### src/rtl/core/u2da_pkg.sv
// shared constants and control types for the decimal ascii converter
package u2da_pkg;

    localparam int VALUE_W        = 64;
    localparam int VALUE_BITS_DEF = 64;
    localparam int DIGIT_SLOTS    = 20;
    localparam int DIGIT_W        = 4;
    localparam int IDX_W          = 5;
    localparam int CHAR_W         = 6;

    localparam logic [CHAR_W-1:0]  CH_ZERO   = 6'd48;
    localparam logic [CHAR_W-1:0]  CH_NUL    = 6'd0;
    localparam logic [DIGIT_W-1:0] DIGIT_MAX = 4'd9;

    typedef struct packed {
        logic load;
        logic step;
        logic shift;
        logic out_digit;
        logic out_term;
    } t_cmd;

    typedef struct packed {
        logic conv_done;
        logic top_zero;
        logic idx_zero;
        logic out_free;
    } t_sts;

endpackage

### src/rtl/core/u2da_ctrl.sv
// control state machine: load, shift-add-3 steps, digit emission, terminator
module u2da_ctrl (
    input  logic           i_clk,
    input  logic           i_rst_n,
    input  logic           i_valid,
    output logic           o_stall,
    input  u2da_pkg::t_sts i_sts,
    output u2da_pkg::t_cmd o_cmd
);
    import u2da_pkg::*;

    localparam logic [1:0] ST_IDLE = 2'd0;
    localparam logic [1:0] ST_CONV = 2'd1;
    localparam logic [1:0] ST_EMIT = 2'd2;
    localparam logic [1:0] ST_TERM = 2'd3;

    logic [1:0] r_state, n_state;
    logic       r_started, n_started;
    t_cmd       cmd;

    always_comb begin
        n_state   = r_state;
        n_started = r_started;
        cmd       = '0;
        case (r_state)
            ST_IDLE: begin
                if (i_valid) begin
                    cmd.load  = 1'b1;
                    n_started = 1'b0;
                    n_state   = ST_CONV;
                end
            end
            ST_CONV: begin
                cmd.step = 1'b1;
                if (i_sts.conv_done) begin
                    n_state = ST_EMIT;
                end
            end
            ST_EMIT: begin
                if (i_sts.out_free) begin
                    cmd.shift = 1'b1;
                    // leading zero suppression
                    if (r_started || !i_sts.top_zero || i_sts.idx_zero) begin
                        cmd.out_digit = 1'b1;
                        n_started     = 1'b1;
                        if (i_sts.idx_zero) begin
                            n_state = ST_TERM;
                        end
                    end
                end
            end
            ST_TERM: begin
                if (i_sts.out_free) begin
                    cmd.out_term = 1'b1;
                    n_state      = ST_IDLE;
                end
            end
            default: begin
                n_state = ST_IDLE;
            end
        endcase
    end

    always_ff @(posedge i_clk) begin
        if (!i_rst_n) begin
            r_state   <= ST_IDLE;
            r_started <= 1'b0;
        end else begin
            r_state   <= n_state;
            r_started <= n_started;
        end
    end

    assign o_stall = (r_state != ST_IDLE);
    assign o_cmd   = cmd;

endmodule

### src/rtl/core/u2da_dp.sv
// datapath: binary shift register, bcd digit register, emit counter, output register
module u2da_dp #(
    parameter int VALUE_BITS = u2da_pkg::VALUE_BITS_DEF
) (
    input  logic                          i_clk,
    input  logic                          i_rst_n,
    input  logic [u2da_pkg::VALUE_W-1:0]  i_value,
    input  u2da_pkg::t_cmd                i_cmd,
    output u2da_pkg::t_sts                o_sts,
    input  logic                          i_stall,
    output logic                          o_valid,
    output logic [u2da_pkg::CHAR_W-1:0]   o_char_code,
    output logic                          o_last
);
    import u2da_pkg::*;

    localparam int SC_W = $clog2(VALUE_BITS);

    logic [VALUE_BITS-1:0]                 r_work;
    logic [SC_W-1:0]                       r_steps;
    logic [DIGIT_SLOTS-1:0][DIGIT_W-1:0]   r_digits;
    logic [DIGIT_SLOTS-1:0][DIGIT_W-1:0]   adj;
    logic [DIGIT_SLOTS-1:0][DIGIT_W-1:0]   dbl;
    logic [IDX_W-1:0]                      r_idx;
    logic                                  r_valid;
    logic [CHAR_W-1:0]                     r_char;
    logic                                  r_last;
    logic [DIGIT_W-1:0]                    top;
    logic [DIGIT_W-1:0]                    top_clamp;

    // add 3 to every digit of five or more, then shift left by one bit
    always_comb begin
        for (int k = 0; k < DIGIT_SLOTS; k++) begin
            adj[k] = (r_digits[k] >= 4'd5) ? r_digits[k] + 4'd3 : r_digits[k];
        end
        dbl[0] = {adj[0][DIGIT_W-2:0], r_work[VALUE_BITS-1]};
        for (int k = 1; k < DIGIT_SLOTS; k++) begin
            dbl[k] = {adj[k][DIGIT_W-2:0], adj[k-1][DIGIT_W-1]};
        end
    end

    assign top       = r_digits[DIGIT_SLOTS-1];
    assign top_clamp = (top > DIGIT_MAX) ? DIGIT_MAX : top;

    always_ff @(posedge i_clk) begin
        if (i_cmd.load) begin
            r_work   <= i_value[VALUE_BITS-1:0];
            r_steps  <= '0;
            r_digits <= '0;
            r_idx    <= IDX_W'(DIGIT_SLOTS - 1);
        end else if (i_cmd.step) begin
            r_work   <= {r_work[VALUE_BITS-2:0], 1'b0};
            r_steps  <= r_steps + 1'b1;
            r_digits <= dbl;
        end else if (i_cmd.shift) begin
            r_digits <= {r_digits[DIGIT_SLOTS-2:0], {DIGIT_W{1'b0}}};
            r_idx    <= r_idx - 1'b1;
        end
        if (i_cmd.out_digit) begin
            r_char <= CH_ZERO + CHAR_W'(top_clamp);
            r_last <= 1'b0;
        end else if (i_cmd.out_term) begin
            r_char <= CH_NUL;
            r_last <= 1'b1;
        end
    end

    always_ff @(posedge i_clk) begin
        if (!i_rst_n) begin
            r_valid <= 1'b0;
        end else if (i_cmd.out_digit || i_cmd.out_term) begin
            r_valid <= 1'b1;
        end else if (!i_stall) begin
            r_valid <= 1'b0;
        end
    end

    assign o_sts.conv_done = (r_steps == SC_W'(VALUE_BITS - 1));
    assign o_sts.top_zero  = (top == '0);
    assign o_sts.idx_zero  = (r_idx == '0);
    assign o_sts.out_free  = !r_valid || !i_stall;

    assign o_valid     = r_valid;
    assign o_char_code = r_char;
    assign o_last      = r_last;

endmodule

### src/rtl/core/unsigned_to_decimal_ascii_top.sv
// top level of the unsigned binary to decimal ascii converter
//   channel  direction  handshake          payload
//   input    in         i_valid / o_stall  i_value
//   output   out        o_valid / i_stall  o_char_code, o_last
// one transaction in goes through a load, one shift-add-3 step per bit of VALUE_BITS, a pass
// over the digit positions from the top (20 positions, leading zeros skipped) and a terminator
// the work is done by the single shared bcd step unit and the serial digit emitter
// o_stall stays high after the load until the terminator enters the output register
// the output register holds while i_stall is high and emission pauses behind it
// reset (i_rst_n low, synchronous) clears the state machine and output valid
module unsigned_to_decimal_ascii_top #(
    parameter int VALUE_BITS = u2da_pkg::VALUE_BITS_DEF
) (
    input  logic                          i_clk,
    input  logic                          i_rst_n,
    input  logic                          i_valid,
    output logic                          o_stall,
    input  logic [u2da_pkg::VALUE_W-1:0]  i_value,
    output logic                          o_valid,
    input  logic                          i_stall,
    output logic [u2da_pkg::CHAR_W-1:0]   o_char_code,
    output logic                          o_last
);
    import u2da_pkg::*;

    t_cmd cmd;
    t_sts sts;

    u2da_ctrl u_ctrl (
        .i_clk   (i_clk),
        .i_rst_n (i_rst_n),
        .i_valid (i_valid),
        .o_stall (o_stall),
        .i_sts   (sts),
        .o_cmd   (cmd)
    );

    u2da_dp #(
        .VALUE_BITS (VALUE_BITS)
    ) u_dp (
        .i_clk       (i_clk),
        .i_rst_n     (i_rst_n),
        .i_value     (i_value),
        .i_cmd       (cmd),
        .o_sts       (sts),
        .i_stall     (i_stall),
        .o_valid     (o_valid),
        .o_char_code (o_char_code),
        .o_last      (o_last)
    );

endmodule
### config.mk
export PLATFORM = sky130hd
export DESIGN_NAME = unsigned_to_decimal_ascii_top
export DESIGN_NICKNAME = d
export VERILOG_FILES = /design/src/rtl/core/u2da_pkg.sv /design/src/rtl/core/u2da_ctrl.sv /design/src/rtl/core/u2da_dp.sv /design/src/rtl/core/unsigned_to_decimal_ascii_top.sv
export SDC_FILE = /design/constraint.sdc
export NUM_CORES = 1
export LEC_CHECK = 0
export ABC_AREA = 1
export BUFFER_PORTS_ARGS = -buffer_cell sky130_fd_sc_hd__buf_2
export CORE_ASPECT_RATIO = 1.75
export CORE_UTILIZATION = 47
export DETAILED_ROUTE_END_ITERATION = 8
export HOLD_SLACK_MARGIN = 0.15
export PLACE_DENSITY = 0.69
export SLEW_MARGIN = 20
export SYNTH_ARGS = -nofsm -noshare
export SYNTH_HDL_FRONTEND = slang
export SYNTH_SLANG_ARGS = --single-unit
### constraint.sdc
create_clock -name i_clk -period 3.22 [get_ports i_clk]
set_input_delay 0.322 -clock i_clk [delete_from_list [all_inputs] [get_ports i_clk]]
set_output_delay 0.322 -clock i_clk [all_outputs]
set_load 0.02 [all_outputs]
* Word-level counts from Yosys, hierarchy flattened
Cells that the tools add are included.
** Word-level totals
- Bits in registers :: 166
- Bits of input ports :: 68
- Output and inout port bits :: 9
- Logic and storage cells :: 150
** Cells by class
- $add $sub $neg :: 23
- Order comparisons :: 21
- Equality and inequality tests :: 11
- Multiplexer cells :: 48
- Bitwise operators :: 1
- Reductions and logical operators :: 18
** Operators with widths (number)
- $mux 80 :: 2
- $mux 64 :: 2
- $ge 4x3->1 const B :: 20
- $mux 4 :: 20
- $add 4x2->4 const B :: 19
- $mux 2 :: 8
- $mux 6 :: 2
- $mux 1 :: 11
- $reduce_bool 2->1 :: 5
- $ne 2x2->1 const B :: 4
- $pmux 2 s4 :: 1
- $add 5x5->6 const A :: 1
- $add 6x1->6 const B :: 1
- $eq 6x6->1 const B :: 1
- $ne 2x1->1 const B :: 3
- $reduce_and 6->1 :: 1
- $logic_not 5->1 :: 1
- $sub 5x1->5 const B :: 1
- $eq 2x2->1 const B :: 2
- $gt 4x4->1 const B :: 1
- $logic_not 4->1 :: 1
- $logic_or 1x1->1 :: 4
- $reduce_and 4->1 :: 1
- $add 3x2->3 const B :: 1
- 7 further kinds :: 9

* Longest topological paths before layout
- Word-level depth :: 9
- Mapped depth :: 10
- Gate-level depth less buffers :: 10

* By module
Synthesis repeated with hierarchy kept, for this count alone.
** Unflattened totals
- Cell total of the unflattened synthesis :: 1376
- Area total of the unflattened synthesis :: 9564.2 um^2
** By module, submodules not included
- u2da_dp :: times used 1, cells each 1323, area an instance 9247.6 um^2, seq. area each 3933.8 um^2
- u2da_ctrl :: times used 1, cells each 53, area an instance 316.6 um^2, seq. area each 60.1 um^2

* Least setup slack after synthesis
No wires, ideal clock.
- Path kind :: reg-to-reg
- Start :: reg u_ctrl.r_state[0]
- End :: reg u_dp.r_work[0], enable pin
- Data arrival time :: 2.184 ns
- Setup slack :: 0.346 ns
- Cell stages (with the launch flop) :: 6
- Path buffers :: 1
- Clock period less this slack :: 2.874 ns
- Path through :: dfxtp_1 inv_1 ha_1 nand2_2 clkbuf_1 nand2_1
** Between the ends
- Longest elaborated chain between the ends :: 3
** RTL lines
- from (decl) :: RTL line u2da_ctrl.sv:17 : logic [1:0] r_state, n_state;
- from (signal assigned) :: RTL line u2da_ctrl.sv:69 : r_state <= n_state;
- $eq 2x1->1 / $logic_not 2->1 (equally long branches) :: RTL line u2da_ctrl.sv:25 : case (r_state)
- $mux 1 :: RTL line u2da_ctrl.sv:25
- $reduce_bool 2->1 (no source line) (*)
- to (signal assigned) :: RTL line u2da_dp.sv:47 : r_work <= i_value[VALUE_BITS-1:0];
- to (signal assigned) :: RTL line u2da_dp.sv:52 : r_work <= {r_work[VALUE_BITS-2:0], 1'b0};
- to (decl) :: RTL line u2da_dp.sv:19 : logic [VALUE_BITS-1:0] r_work;
Mark *: on every way between the ends. The rest lies on a longest branch, timed or not.
A chain may end at the register's enable or synchronous reset.

* Final worst setup path
- Start :: reg u_ctrl.r_state[0]
- End :: reg u_dp.r_work[3], enable pin
The elaborated chain is that of the path after synthesis.

==> impl_results.md <==
* GRT overflow at 0
* Worst-skew pair later-pin latency at ~0.42 ns
* Vias per inst at 5.19
* Num CTS Buffers at 17
* Leading cell type in the layout, fill and taps excluded: nand2_1
* Vias in the first global route at 7,938
* First-pass GRT wire length at 34,700 um
* Fin util at 0.538
* GPL Wtd Cong at 0.793
* Met2 usage at 0.402
* Synthesis-to-layout area growth at 12.0%
* DRT antenna net count at 0
* Die Wd at ~110 um
* TNS Setup at 0 ns
* Drt drc at 0
* CP startpoint kind: flop
* Final WL at between 20,000 and 25,000 um
* Vias at about 7.9k
* CTS tree: yes
* Initial antenna violation count at 0
* Post-CTS Setup Inserts at 0
* PwrDens at 967 nW/um^2
* Multi-input gate area at 4370 sq um
* Mapped Cells at approximately 1.2k
* Met3 usage in global routing at 0.0268
* Setup violations, final at 0
* Syn Nets at 1,323
* Status: complete, no violations
* Ys Warns at 0
* VDD IR max at 578 uV
* Post-Syn Area at ~9200 sq um
* Crit path DAT at approximately 2.3 ns
* I/O Buffers at 76
* Seq. cell area at 3990 sq um
* Met1 usage at 0.225
* GRT busiest layer: met2
* HPWL after DPL at 13,400 um
* Final #Nets at 1,379
* Drt first pass iters at 5
* WL/cell at 13.3 um
* Final max-slew violation count at 0
* DR iter-0 viols at 407
* Worst-margin pin slew at just over 0.8 ns
* Rows at between 60 and 70
* Required time of the worst setup path at 3.27 ns
* Critical path type: flop to flop
* Starting Density at 0.481
* Max cap viols at 0
* Hold Vio Cnt, Final at 0
* # resized after CTS at 0
* Cts hold-fix bufs at 3
* Syn avg cell area at 7.64 sq um
* CORE AREA at 19,200 sq um
* Clk buf depth at 2
* Hold path startpoint: i_value[32]
* Layout Skew at ~0.0071 ns
* Die Area at 20,200 sq um
* Critical path peak fanout at 64
* R2r startpoint: u_ctrl.r_state[0]
* Fin crit period at 2.22 ns
* Largest net degree at the start of global routing at 73
* Die height at 187 um
* Leakage at 4.48 nW
* Count of cell types in the netlist at 30
* FF+latch count, synth at 165
* RSZ-0062 raised after global routing: no
* CTS root buffer: clkbuf_16
* Crit. End Element: flop
* Sequential area share after synthesis at 0.433
* CTS Sinks at 165
* Most frequent cells in the layout: 351 x nand2_1, 153 x inv_1, 108 x o21ai_0
* Worst setup path startpoint: u_ctrl.r_state[0]
* I/O pins at 77
* Share of cells above drive strength 1 at 0.123
* Fmax at 0.451 GHz
* Tightest Hold Check Type: input port to flop
* ANT cells at 0
* Reg clk slew, reported paths at around 0.06 ns
* Fin crit share at 0.689
* H-Tree Depth at 4
* Fill cells at between 1.5k and 2k
* Max-Slew Margin vs Limit at 0.456
* GR Util All Layers at 0.211
[stage by stage]
stage	hold slack [ns]	instance area, sq um	setup WS, ns	total power [mW]	cells
finish	0.164	10300	1.00	10.0	1518
global route	0.166	10300	0.750	10.8	1518
CTS	0.151	10300	0.960	10.1	1518
detailed placement	0.476	9720	0.973	8.02	1483
global placement	0.447	9720	1.05	7.93	1483
floorplan	0.420	9230	0.346	7.10	1208
[synth_stat cells]
| cell type | n | share of area |
|---|---|---|
| nand2_2 | 18 | 0.012 |
| xor2_1 | 20 | 0.019 |
| o21ai_0 | 108 | 0.059 |
| nor2_1 | 38 | 0.015 |
| a31oi_2 | 16 | 0.022 |
| clkbuf_1 | 18 | 0.0073 |
| o22ai_1 | 3 | 0.0020 |
| o21a_1 | 1 | 0.00081 |
| ha_1 | 47 | 0.064 |
| nand2_1 | 352 | 0.14 |
| nor2_8 | 1 | 0.0022 |
| nand3_1 | 91 | 0.049 |
| dfxtp_1 | 96 | 0.21 |
| buf_8 | 1 | 0.0016 |
| inv_6 | 1 | 0.00095 |
| edfxtp_1 | 69 | 0.22 |
| inv_2 | 2 | 0.00081 |
| nand2_4 | 2 | 0.0024 |
| nor3b_1 | 1 | 0.00081 |
| o211ai_1 | 6 | 0.0049 |
| o21ai_1 | 20 | 0.011 |
| inv_1 | 154 | 0.063 |
| nand4_1 | 29 | 0.020 |
| buf_4 | 5 | 0.0041 |
| nor3_1 | 1 | 0.00054 |
| buf_1 | 2 | 0.00081 |
| a31oi_1 | 6 | 0.0041 |
| buf_2 | 20 | 0.011 |
| buf_6 | 5 | 0.0061 |
| a21oi_1 | 75 | 0.041 |
[state kept, by name, summed over array words and instances, names as in the netlist]
signal / flops
u_dp.r_digits: 76
u_dp.r_work: 64
u_dp.r_steps: 6
u_dp.o_char_code: 5
u_dp.r_idx: 5
u_dp.top: 4
u_ctrl.r_state: 2
u_ctrl.r_started: 1
u_dp.o_last: 1
u_dp.o_valid: 1
[area by class of cell]
cell class / count / area share
clock inverters: 12 / 0.0126
flip-flops and latches: 165 / 0.386
inverters: 157 / 0.0577
repair buffers: 88 / 0.0475
multi-input cells: 835 / 0.422
well taps: 241 / 0.0292
clock buffers: 20 / 0.0442
[worst paths after layout]
check	cells past startpoint	to	slack [ns]
max	5	u_dp.r_work[3]	1.00
min	3	u_dp.r_work[32]	0.16
max reg2reg	5	u_dp.r_work[3]	1.00
min reg2reg	2	u_ctrl.r_started	0.49
[where the power goes]
part	switching [mW]	leakage [nW]	internal, mW	total, mW
Clock	0.846	0.277	1.18	2.03
Combinational	2.70	2.74	1.38	4.08
Sequential	0.586	1.46	3.31	3.89
[cells by family after synthesis]
kind of cell / count (synthesis) / share of synthesized area
simple gates: 533 / 0.246
flops: 165 / 0.433
fa+ha+maj: 47 / 0.0637
xor+xnor: 20 / 0.0190
buf+inv: 208 / 0.0952
compound gates: 235 / 0.144
[worst max-delay path, cell delays in order (launching register included)]
cell and delay (ns):
dfxtp_1 0.33, inv_1 0.10, ha_1 0.30, nand2_4 0.32, nand2_2 0.13, buf_4 0.60
[per-layer routing]
metal / vias to the layer above / wire (um)
met3: 35 / 570
li1: 4088 / -
met5: - / 0
met2: 138 / 10800
met1: 3620 / 8220
met4: 0 / 537
(Power assumes the default switching activity.)
